$ cat config.mk
export PLATFORM = sky130hd
export DESIGN_NAME = rpc_header_word_parser_flat
export DESIGN_NICKNAME = d
export VERILOG_FILES = /design/src/sv/rhwp_pkg.sv /design/src/sv/rhwp_stream_if.sv /design/src/sv/rpc_header_word_parser.sv /design/src/sv/rhwp_parser.sv /design/src/flat_wrapper.sv
export SDC_FILE = /design/constraint.sdc
export NUM_CORES = 1
export LEC_CHECK = 0
export ABC_AREA = 0
export BUFFER_PORTS_ARGS = -buffer_cell sky130_fd_sc_hd__buf_2
export CORE_MARGIN = 4
export CORE_UTILIZATION = 55
export DETAILED_ROUTE_END_ITERATION = 16
export HOLD_SLACK_MARGIN = 0.05
export PLACE_DENSITY = 0.71
export RECOVER_POWER = 25
export SLEW_MARGIN = 10
export SYNTH_ARGS = -nofsm -noshare
export SYNTH_HDL_FRONTEND = slang
export SYNTH_HIERARCHICAL = 1
export SYNTH_SLANG_ARGS = --single-unit
$ cat constraint.sdc
create_clock -name clk -period 12.76 [get_ports clk]
set_clock_uncertainty 0.05 [all_clocks]
set_input_delay 1.914 -clock clk [delete_from_list [all_inputs] [get_ports clk]]
set_output_delay 1.914 -clock clk [all_outputs]
set_load 0.03 [all_outputs]
$ cat src/sv/rhwp_pkg.sv
package rhwp_pkg;

	typedef struct packed {
		logic [31:0] data_word;
		logic        start_of_message;
		logic        end_of_message;
	} word_item_t;

	typedef struct packed {
		logic        header_status;
		logic [31:0] xid;
		logic        msg_type;
		logic [31:0] program_res;
		logic [31:0] program_version;
		logic [31:0] procedure;
		logic        reply_status;
		logic [2:0]  accept_status;
		logic        reject_status;
		logic [31:0] low_version;
		logic [31:0] high_version;
		logic [31:0] auth_error;
	} header_result_t;

	// parse branch, one-hot
	typedef enum logic [7:0] {
		BR_COMMON = 8'b0000_0001,
		BR_CALL   = 8'b0000_0010,
		BR_REPLY  = 8'b0000_0100,
		BR_ACC    = 8'b0000_1000,
		BR_PROGMM = 8'b0001_0000,
		BR_DENIED = 8'b0010_0000,
		BR_RPCMM  = 8'b0100_0000,
		BR_AUTH   = 8'b1000_0000
	} branch_t;

	typedef enum logic [1:0] {
		GO_ON  = 2'd0,
		GO_OK  = 2'd1,
		GO_BAD = 2'd2
	} outcome_t;

	localparam int unsigned PosW = 4;
	localparam logic [PosW-1:0] POS_MAX = 4'd15;

	// word positions within the header
	localparam logic [PosW-1:0] POS_XID         = 4'd0;
	localparam logic [PosW-1:0] POS_TYPE        = 4'd1;
	localparam logic [PosW-1:0] POS_RPCVERS     = 4'd2;
	localparam logic [PosW-1:0] POS_PROG        = 4'd3;
	localparam logic [PosW-1:0] POS_VERS        = 4'd4;
	localparam logic [PosW-1:0] POS_PROC        = 4'd5;
	localparam logic [PosW-1:0] POS_CRED_FLAVOR = 4'd6;
	localparam logic [PosW-1:0] POS_CRED_LEN    = 4'd7;
	localparam logic [PosW-1:0] POS_VERF_FLAVOR = 4'd8;
	localparam logic [PosW-1:0] POS_VERF_LEN    = 4'd9;
	localparam logic [PosW-1:0] POS_RVERF_FLAVOR = 4'd3;
	localparam logic [PosW-1:0] POS_RVERF_LEN    = 4'd4;
	localparam logic [PosW-1:0] POS_RPCMM_LOW    = 4'd4;
	localparam logic [PosW-1:0] POS_PROGMM_LOW   = 4'd6;

	localparam logic [31:0] MSG_CALL          = 32'd0;
	localparam logic [31:0] MSG_REPLY         = 32'd1;
	localparam logic [31:0] RPC_VERSION       = 32'd2;
	localparam logic [31:0] AUTH_NONE         = 32'd0;
	localparam logic [31:0] REPLY_ACCEPTED    = 32'd0;
	localparam logic [31:0] REPLY_DENIED      = 32'd1;
	localparam logic [31:0] ACC_PROG_MISMATCH = 32'd2;
	localparam logic [31:0] ACC_SYSTEM_ERR    = 32'd5;
	localparam logic [31:0] REJ_RPC_MISMATCH  = 32'd0;
	localparam logic [31:0] REJ_AUTH_ERROR    = 32'd1;

endpackage

$ cat src/sv/rhwp_stream_if.sv
interface rhwp_stream_if #(
	parameter type payload_t = logic
);
	logic     valid;
	logic     ready;
	payload_t data;

	modport source (output valid, output data, input ready);
	modport sink (input valid, input data, output ready);
endinterface

$ cat src/sv/rpc_header_word_parser.sv
// RPC header word parser.
// words: one 32-bit XDR word per request, with start and end-of-message flags.
//   A start flag restarts the parse; an unfinished message is dropped silently.
// results: one request per message header, either the decoded fields or
//   header_status = 1 (malformed or truncated) with every other field zero.
//   Words after the result, or before any start, produce nothing.
// Pipeline: a word accepted on words passes through the input register, the parse
//   logic and the output register before its result shows on results.
// Throughput: one word per cycle while results are taken; the parse state updates once per word.
// Reset: nothing in flight, parser skips until a start-of-message word.
// Stall: a result waits in the output register while results.ready is low;
//   one more word may sit in the input register, after which words.ready
//   drops until the result is taken.
module rpc_header_word_parser (
	input logic          clk,
	input logic          arst_n,
	rhwp_stream_if.sink   words,
	rhwp_stream_if.source results
);
	import rhwp_pkg::*;

	logic           s1_valid_q;
	word_item_t     s1_item_q;
	logic           out_valid_q;
	header_result_t out_data_q;
	logic           adv;
	logic           emit;
	header_result_t result;

	// stage 1 moves on when the output register is free or being drained
	assign adv         = !out_valid_q || results.ready;
	assign words.ready = !s1_valid_q || adv;

	always_ff @(posedge clk or negedge arst_n) begin
		if (!arst_n) begin
			s1_valid_q <= 1'b0;
		end else if (words.ready) begin
			s1_valid_q <= words.valid;
		end
	end

	always_ff @(posedge clk) begin
		if (words.valid && words.ready) s1_item_q <= words.data;
	end

	rhwp_parser u_parser (
		.clk    (clk),
		.arst_n (arst_n),
		.step   (s1_valid_q && adv),
		.item   (s1_item_q),
		.emit   (emit),
		.result (result)
	);

	always_ff @(posedge clk or negedge arst_n) begin
		if (!arst_n) begin
			out_valid_q <= 1'b0;
		end else if (adv) begin
			out_valid_q <= emit;
		end
	end

	always_ff @(posedge clk) begin
		if (adv && emit) out_data_q <= result;
	end

	assign results.valid = out_valid_q;
	assign results.data  = out_data_q;

`ifndef SYNTH
	a_hold_when_blocked: assert property (@(posedge clk) disable iff (!arst_n)
		(s1_valid_q && !adv) |-> !words.ready)
		else $error("word taken while stage 1 is blocked");

	a_ready_when_empty: assert property (@(posedge clk) disable iff (!arst_n)
		!s1_valid_q |-> words.ready)
		else $error("empty input register refused a word");

	a_result_kept: assert property (@(posedge clk) disable iff (!arst_n)
		(out_valid_q && !results.ready) |=> (out_valid_q && $stable(out_data_q)))
		else $error("pending result lost or changed while stalled");
`endif

endmodule

$ cat src/sv/rhwp_parser.sv
module rhwp_parser (
	input  logic                    clk,
	input  logic                    arst_n,
	input  logic                    step,
	input  rhwp_pkg::word_item_t    item,
	output logic                    emit,
	output rhwp_pkg::header_result_t result
);
	import rhwp_pkg::*;

	logic [PosW-1:0] pos_q, base_pos, n_pos;
	branch_t         branch_q, base_br, n_br;
	logic            skip_q;
	logic            type_q, denied_q, reject_q, pend_q;
	logic [2:0]      acc_q;
	logic            base_type, base_denied, base_reject, base_pend;
	logic [2:0]      base_acc;
	logic            n_type, n_denied, n_reject, n_pend;
	logic [2:0]      n_acc;
	logic [31:0]     xid_q, prog_q, vers_q, proc_q, low_q, high_q;
	logic [31:0]     n_xid, n_prog, n_vers, n_proc, n_low, n_high;
	logic [31:0]     w;
	logic            act;
	outcome_t        outcome;

	assign w   = item.data_word;
	assign act = step && (item.start_of_message || !skip_q);

	always_comb begin
		// a start word parses from a clean slate
		base_pos    = item.start_of_message ? '0 : pos_q;
		base_br     = item.start_of_message ? BR_COMMON : branch_q;
		base_type   = item.start_of_message ? 1'b0 : type_q;
		base_denied = item.start_of_message ? 1'b0 : denied_q;
		base_reject = item.start_of_message ? 1'b0 : reject_q;
		base_pend   = item.start_of_message ? 1'b0 : pend_q;
		base_acc    = item.start_of_message ? 3'd0 : acc_q;

		n_br     = base_br;
		n_type   = base_type;
		n_denied = base_denied;
		n_reject = base_reject;
		n_pend   = base_pend;
		n_acc    = base_acc;
		n_xid    = xid_q;
		n_prog   = prog_q;
		n_vers   = vers_q;
		n_proc   = proc_q;
		n_low    = low_q;
		n_high   = high_q;
		outcome  = GO_ON;

		if (base_pos == POS_XID) begin
			n_xid = w;
		end else if (base_pos == POS_TYPE) begin
			if (w == MSG_CALL) begin
				n_br = BR_CALL;
			end else if (w == MSG_REPLY) begin
				n_br   = BR_REPLY;
				n_type = 1'b1;
			end else begin
				outcome = GO_BAD;
			end
		end else begin
			case (base_br)
				BR_CALL: begin
					case (base_pos)
						POS_RPCVERS: begin
							// wrong version is reported once the procedure word is in
							if (w != RPC_VERSION) n_pend = 1'b1;
						end
						POS_PROG: n_prog = w;
						POS_VERS: n_vers = w;
						POS_PROC: begin
							n_proc = w;
							if (base_pend) outcome = GO_BAD;
						end
						POS_CRED_FLAVOR, POS_VERF_FLAVOR: begin
							if (w != AUTH_NONE) n_pend = 1'b1;
						end
						POS_CRED_LEN: begin
							if (base_pend || w != 32'd0) outcome = GO_BAD;
						end
						POS_VERF_LEN: begin
							outcome = (base_pend || w != 32'd0) ? GO_BAD : GO_OK;
						end
						default: outcome = GO_BAD;
					endcase
				end
				BR_REPLY: begin
					if (w == REPLY_ACCEPTED) begin
						n_br = BR_ACC;
					end else if (w == REPLY_DENIED) begin
						n_br     = BR_DENIED;
						n_denied = 1'b1;
					end else begin
						outcome = GO_BAD;
					end
				end
				BR_ACC: begin
					if (base_pos == POS_RVERF_FLAVOR) begin
						if (w != AUTH_NONE) n_pend = 1'b1;
					end else if (base_pos == POS_RVERF_LEN) begin
						if (base_pend || w != 32'd0) outcome = GO_BAD;
					end else if (w > ACC_SYSTEM_ERR) begin
						outcome = GO_BAD;
					end else begin
						n_acc = base_acc | w[2:0];
						if (w == ACC_PROG_MISMATCH) n_br = BR_PROGMM;
						else outcome = GO_OK;
					end
				end
				BR_PROGMM: begin
					if (base_pos == POS_PROGMM_LOW) begin
						n_low = w;
					end else begin
						n_high  = w;
						outcome = GO_OK;
					end
				end
				BR_DENIED: begin
					if (w == REJ_RPC_MISMATCH) begin
						n_br = BR_RPCMM;
					end else if (w == REJ_AUTH_ERROR) begin
						n_br     = BR_AUTH;
						n_reject = 1'b1;
					end else begin
						outcome = GO_BAD;
					end
				end
				BR_RPCMM: begin
					if (base_pos == POS_RPCMM_LOW) begin
						n_low = w;
					end else begin
						n_high  = w;
						outcome = GO_OK;
					end
				end
				BR_AUTH: begin
					n_low   = w;
					outcome = GO_OK;
				end
				default: outcome = GO_BAD;
			endcase
		end

		// message ran out before the header did
		if (outcome == GO_ON && item.end_of_message) outcome = GO_BAD;

		n_pos = (base_pos == POS_MAX) ? base_pos : base_pos + 4'd1;
	end

	assign emit = act && (outcome != GO_ON);

	always_comb begin
		result = '0;
		if (outcome == GO_BAD) begin
			result.header_status = 1'b1;
		end else begin
			result.xid      = n_xid;
			result.msg_type = n_type;
			if (n_br == BR_CALL) begin
				result.program_res     = n_prog;
				result.program_version = n_vers;
				result.procedure       = n_proc;
			end else begin
				result.reply_status = n_denied;
				if (n_br inside {BR_ACC, BR_PROGMM}) result.accept_status = n_acc;
				if (n_br inside {BR_AUTH, BR_RPCMM}) result.reject_status = n_reject;
				if (n_br inside {BR_PROGMM, BR_RPCMM}) begin
					result.low_version  = n_low;
					result.high_version = n_high;
				end
				// auth error word shares the low register
				if (n_br == BR_AUTH) result.auth_error = n_low;
			end
		end
	end

	always_ff @(posedge clk or negedge arst_n) begin
		if (!arst_n) begin
			pos_q    <= '0;
			branch_q <= BR_COMMON;
			skip_q   <= 1'b1;
			type_q   <= 1'b0;
			denied_q <= 1'b0;
			reject_q <= 1'b0;
			pend_q   <= 1'b0;
			acc_q    <= 3'd0;
		end else if (act) begin
			pos_q    <= n_pos;
			branch_q <= n_br;
			skip_q   <= emit;
			type_q   <= n_type;
			denied_q <= n_denied;
			reject_q <= n_reject;
			pend_q   <= n_pend;
			acc_q    <= n_acc;
		end
	end

	always_ff @(posedge clk) begin
		if (act) begin
			xid_q  <= n_xid;
			prog_q <= n_prog;
			vers_q <= n_vers;
			proc_q <= n_proc;
			low_q  <= n_low;
			high_q <= n_high;
		end
	end

`ifndef SYNTH
	a_emit_needs_step: assert property (@(posedge clk) disable iff (!arst_n)
		emit |-> step)
		else $error("result produced without a word in hand");

	a_bad_is_clean: assert property (@(posedge clk) disable iff (!arst_n)
		(emit && result.header_status) |-> (result.xid == 32'd0 && !result.msg_type))
		else $error("malformed result carries header fields");

	a_skip_after_emit: assert property (@(posedge clk) disable iff (!arst_n)
		emit |=> skip_q)
		else $error("parser did not return to skipping after a result");
`endif

endmodule
$ cat src/flat_wrapper.sv
// flat-port wrapper written by rule: the top's interface ports become plain ports
module rpc_header_word_parser_flat import rhwp_pkg::*;
  (clk, arst_n, words_valid, words_data, words_ready, results_valid, results_data, results_ready);
  rhwp_stream_if words_i ();
  rhwp_stream_if results_i ();
  input logic clk;
  input logic arst_n;
  input wire logic [$bits(words_i.valid)-1:0] words_valid;
  input wire logic [$bits(words_i.data)-1:0] words_data;
  output wire logic [$bits(words_i.ready)-1:0] words_ready;
  output wire logic [$bits(results_i.valid)-1:0] results_valid;
  output wire logic [$bits(results_i.data)-1:0] results_data;
  input wire logic [$bits(results_i.ready)-1:0] results_ready;
  assign words_i.valid = words_valid;
  assign words_i.data = words_data;
  assign words_ready = words_i.ready;
  assign results_valid = results_i.valid;
  assign results_data = results_i.data;
  assign results_i.ready = results_ready;
  rpc_header_word_parser u_core (.clk(clk), .arst_n(arst_n), .words(words_i), .results(results_i));
endmodule
# ---- Word-level counts from Yosys, hierarchy flattened
# Cells that the tools add are included.
dict set report classes {
  add_sub_neg 1
  eq_ne 20
  muxes 24
  bitwise_logic 4
  reduce_logical 20
}
# operator n
set op_table {}
lappend op_table {{2-to-1 mux 32 bit} 4}
lappend op_table {{case mux 32 bit (3 select lines)} 1}
lappend op_table {{equality test 4 x 3 -> 1 bit (second input constant)} 4}
lappend op_table {{equality test 8 x 2 -> 1 bit (second input constant)} 2}
lappend op_table {{equality test 8 bit (second input constant)} 2}
lappend op_table {{2-to-1 mux 8 bit} 2}
lappend op_table {{case mux 8 bit (2 select lines)} 1}
lappend op_table {{2-to-1 mux 2 bit} 7}
lappend op_table {{equality test 4 bit (second input constant)} 3}
lappend op_table {{case mux 2 bit (6 select lines)} 1}
lappend op_table {{equality test 4 x 2 -> 1 bit (second input constant)} 2}
lappend op_table {{equality test 8 x 3 -> 1 bit (second input constant)} 1}
lappend op_table {{equality test 8 x 4 -> 1 bit (second input constant)} 1}
lappend op_table {{equality test 8 x 5 -> 1 bit (second input constant)} 1}
lappend op_table {{equality test 8 x 6 -> 1 bit (second input constant)} 1}
lappend op_table {{equality test 8 x 7 -> 1 bit (second input constant)} 1}
lappend op_table {{logical AND 1 bit} 6}
lappend op_table {{2-to-1 mux 1 bit} 6}
lappend op_table {{case mux 2 bit (3 select lines)} 1}
lappend op_table {{AND reduction 5 bit} 1}
lappend op_table {{OR reduction 5 bit} 1}
lappend op_table {{adder 4 x 1 -> 4 bit (second input constant)} 1}
lappend op_table {{equality test 4 x 1 -> 1 bit (second input constant)} 1}
lappend op_table {{logical NOT 4 bit} 1}
lappend op_table {{10 further kinds} 17}
dict set report totals {
  register_bits 50
  in_bits 5
  output_inout_bits 3
  word_cells 78
}

# ---- Longest topological paths before layout
dict set report logic_depth {
  word_depth 12
  depth_mapped 16
  depth_no_buf 13
}

# ---- Cells and area by module
# Netlist, hierarchy kept.
# module n_inst cells_each area_per_inst_um2
set by_module_without_submodules {}
lappend by_module_without_submodules {rhwp_parser 1 1065 11952.7}
lappend by_module_without_submodules {rpc_header_word_parser 1 12 173.9}

# ---- Least setup slack after synthesis
# Ideal clock, no wire load.
dict set report synth_timing {
  path_type {input to register}
  startpoint {input port results_ready}
  endpoint {register u_core.out_data_q, in the netlist u_core/results.data (enable)}
  setup_time_ns 0.292
  t_arrival_ns 8.566
  required_ns 12.418
  setup_slack_ns 3.852
  stages 7
  cell_sequence {nand2b_1 > and2_1 > o21ai_1 > inv_1 > clkbuf_1 > and2_1 > and2_1}
}
dict set report synth_via {
  elab_chain_len 5
}
# element line_no
set synth_rtl {}
lappend synth_rtl {{start: declaration} flat_wrapper.sv:13} ;# input wire logic [$bits(results_i.ready)-1:0] results_ready;
lappend synth_rtl {{logical OR 1 bit} rpc_header_word_parser.sv:31} ;# assign adv = !out_valid_q || results.ready;
lappend synth_rtl {{logical AND 1 bit} rpc_header_word_parser.sv:49} ;# .step (s1_valid_q && adv),
lappend synth_rtl {{logical AND 1 bit} rhwp_parser.sv:27} ;# assign act = step && (item.start_of_message || !skip_q);
lappend synth_rtl {{net u_core.u_parser.act} rhwp_parser.sv:23} ;# logic act;
lappend synth_rtl {{logical AND 1 bit} rhwp_parser.sv:153} ;# assign emit = act && (outcome != GO_ON);
lappend synth_rtl {{net u_core.emit} rpc_header_word_parser.sv:27} ;# logic emit;
lappend synth_rtl {{logical AND 1 bit} rpc_header_word_parser.sv:64} ;# if (adv && emit) out_data_q <= result;
lappend synth_rtl {{end signal: assignment} rpc_header_word_parser.sv:64}
lappend synth_rtl {{end: declaration} rpc_header_word_parser.sv:25} ;# header_result_t out_data_q;
# The timed path passes the listed nets, and every way through them passes these cells.
# A chain may end at the register's enable or synchronous reset.

# ---- Final worst setup path
dict set report layout_timing {
  startpoint {input port results_ready}
  endpoint {output port words_ready}
}
dict set report layout_via {
  elab_chain_len 2
}
# element line_no
set layout_rtl {}
lappend layout_rtl {{logical OR 1 bit} rpc_header_word_parser.sv:31}
lappend layout_rtl {{logical OR 1 bit} rpc_header_word_parser.sv:32} ;# assign words.ready = !s1_valid_q || adv;
lappend layout_rtl {{end: declaration} flat_wrapper.sv:10} ;# output wire logic [$bits(words_i.ready)-1:0] words_ready;
# Every way passes these cells.

==> flow_summary.toml <==
[routing]
met2_length_um = 2440
wire_per_inst_um = 15.3
drtIter0Drc = 255
ant_nets = 0
wl_met1_um = 2390
vias = 2126
wl_met3_um = 447
drc = 0
firstDrtPassIters = 5
top_layer_used = "met4"
viasPerCell = 6.04
finalWirelength_um = 5370

[final_layout]
nFillCells = 346
nets = 314
antennaDiodeCount = 0
synthToLayoutAreaGrowth_pct = 7.96
drive_gt1_share_pct = 11.5
fin_cells = 352

[grt]
grt_max_degree = 29
grt_pass1_vias = 1897
grt_pass1_wl_um = 8870
antenna_found_initial = 0
grt_overflow = 0
gr-usage-all-layers_pct = 22.1

[place]
dp_hpwl_um = 4020
io_buffers = 7
dp.cells = 348
gp_congestion = 0.971

[floorplan]
num_io_pins = 8
die-area_mm2 = 0.00485
fp.dieH_um = 69.6
row_count = 22
core_area_mm2 = 0.00366
die_w_um = 69.6
start_util_pct = 57.1

[pwr]
peakVddDrop_uv = 93.9
power_density_mw_per_mm2 = 91.2
p_leak_uw = 0.000939

[cts]
clockBufferDepth = 2
post-cts-setup-buffers = 0
root_buffer = "clkbuf_8"
hold_buffers = 0
cts_sinks = 19
worstSkewPairLatency_ns = 0.26
h-tree-depth = 1
tritoncts = "yes"
path_clk_slew_ns = 0.06
post_cts_resized = 0
tritoncts.num_buffers = 3

[worst_setup_path]
cp-end-kind = "output port"
critPathLaunchType = "primary input"
r2r.worst_path.cells = 8
path_max_fanout = 3
path_class = "primary input to output port"
cp.required_ns = 10.80
arrival_ns = 2.35

[sta]
worst_slew_pin_slew_ns = 0.965
finalSetupTns_ns = 0
hold_viol_final = 0
fmax_ghz = 0.232
rsz0062_at_grt = "no"
finalCritPeriodShare_pct = 33.8
relSlewSlack_pct = 35.2
setup_viol = 0
slew_viol_final = 0
layout_min_cycle_time_ns = 4.31

[logic_synthesis]
synth_area_per_cell_um2 = 7.46
synth_warnings = 6
synth_area_mm2 = 0.00209
synthCells = 280

[worst_hold_path]
hold_path.class = "flop to flop"
hold_path_depth = 1

[outcome]
outcome = "complete, no violations"

[flow_run]
cap_violations = 0
-- path summary, 6_finish.rpt --
| check | startpoint | end | slack, ns |
|---|---|---|---|
| min in group asynchronous | arst_n | u_core/u_parser/branch_q[3] | 1.69 |
| setup / recovery | results_ready | words_ready | 8.45 |
| setup reg to reg | u_core/u_parser/branch_q[4] | u_core/results.data | 9.75 |
| hold / removal | u_core/u_parser/pos_q[1] | u_core/u_parser/pos_q[1] | 0.49 |
| max in group asynchronous | arst_n | u_core/u_parser/pos_q[2] | 10.42 |
| hold reg to reg | u_core/u_parser/pos_q[1] | u_core/u_parser/pos_q[1] | 0.49 |
-- layer usage --
metal	GRT usage, %	vias to the layer above
li1	-	1033
met5	0	-
met2	35.5	108
met1	30.8	971
met3	4.35	14
met4	4.89	0
-- metrics by stage --
step                      total power, µW  cell area [µm²]  hold WS (ns)  util, %  worst slack, ns
after detailed placement              163             2210         0.476     60.4             8.44
final                                 206             2260         0.488     61.6             8.45
after floorplan                       148             2240         0.432        -             8.68
after global routing                  222             2260         0.508     61.6             8.43
after global placement                162             2210         0.470     60.4             8.46
after CTS                             205             2260         0.493     61.7             8.44
-- critical path, stage by stage --
cell and delay, ns:
buf_2 0.10, nand3b_4 0.15, buf_2 0.18
-- power by group --
part	switching (µW)	total, µW	internal (µW)
sequential	11.1	80.8	69.7
combinational	55.9	83.5	27.7
clock	19.4	41.5	22.2
-- area by class of cell --
cell class | count | area [µm²] | share of cell area [%]
Inverter | 15 | 56.3 | 2.50
Multi-Input combinational cell | 259 | 1570 | 69.5
Clock buffer | 4 | 45.0 | 2.00
Tap cell | 48 | 60.1 | 2.66
Sequential cell | 19 | 493 | 21.9
Timing Repair Buffer | 7 | 33.8 | 1.50
-- cells in the final DEF, fill, tap and decap left out, drive strengths merged, types with 9 or more instances in the layout --
master	n
nand3	9
a21oi	12
nor4	18
inv	15
nor3	11
conb	40
dfrtp	14
o21ai	19
nand2	33
nor2	25
-- sequential cells by signal, indices dropped and copies added (netlist names) --
register and cells:
u_core/results.data 1, u_core/results.valid 1, u_core/s1_item_q 1, u_core/s1_valid_q 1
u_core/u_parser/branch_q 8, u_core/u_parser/low_q 1, u_core/u_parser/pend_q 1, u_core/u_parser/pos_q 4
u_core/u_parser/skip_q 1
No activity file was read; power rests on OpenSTA's default activity.
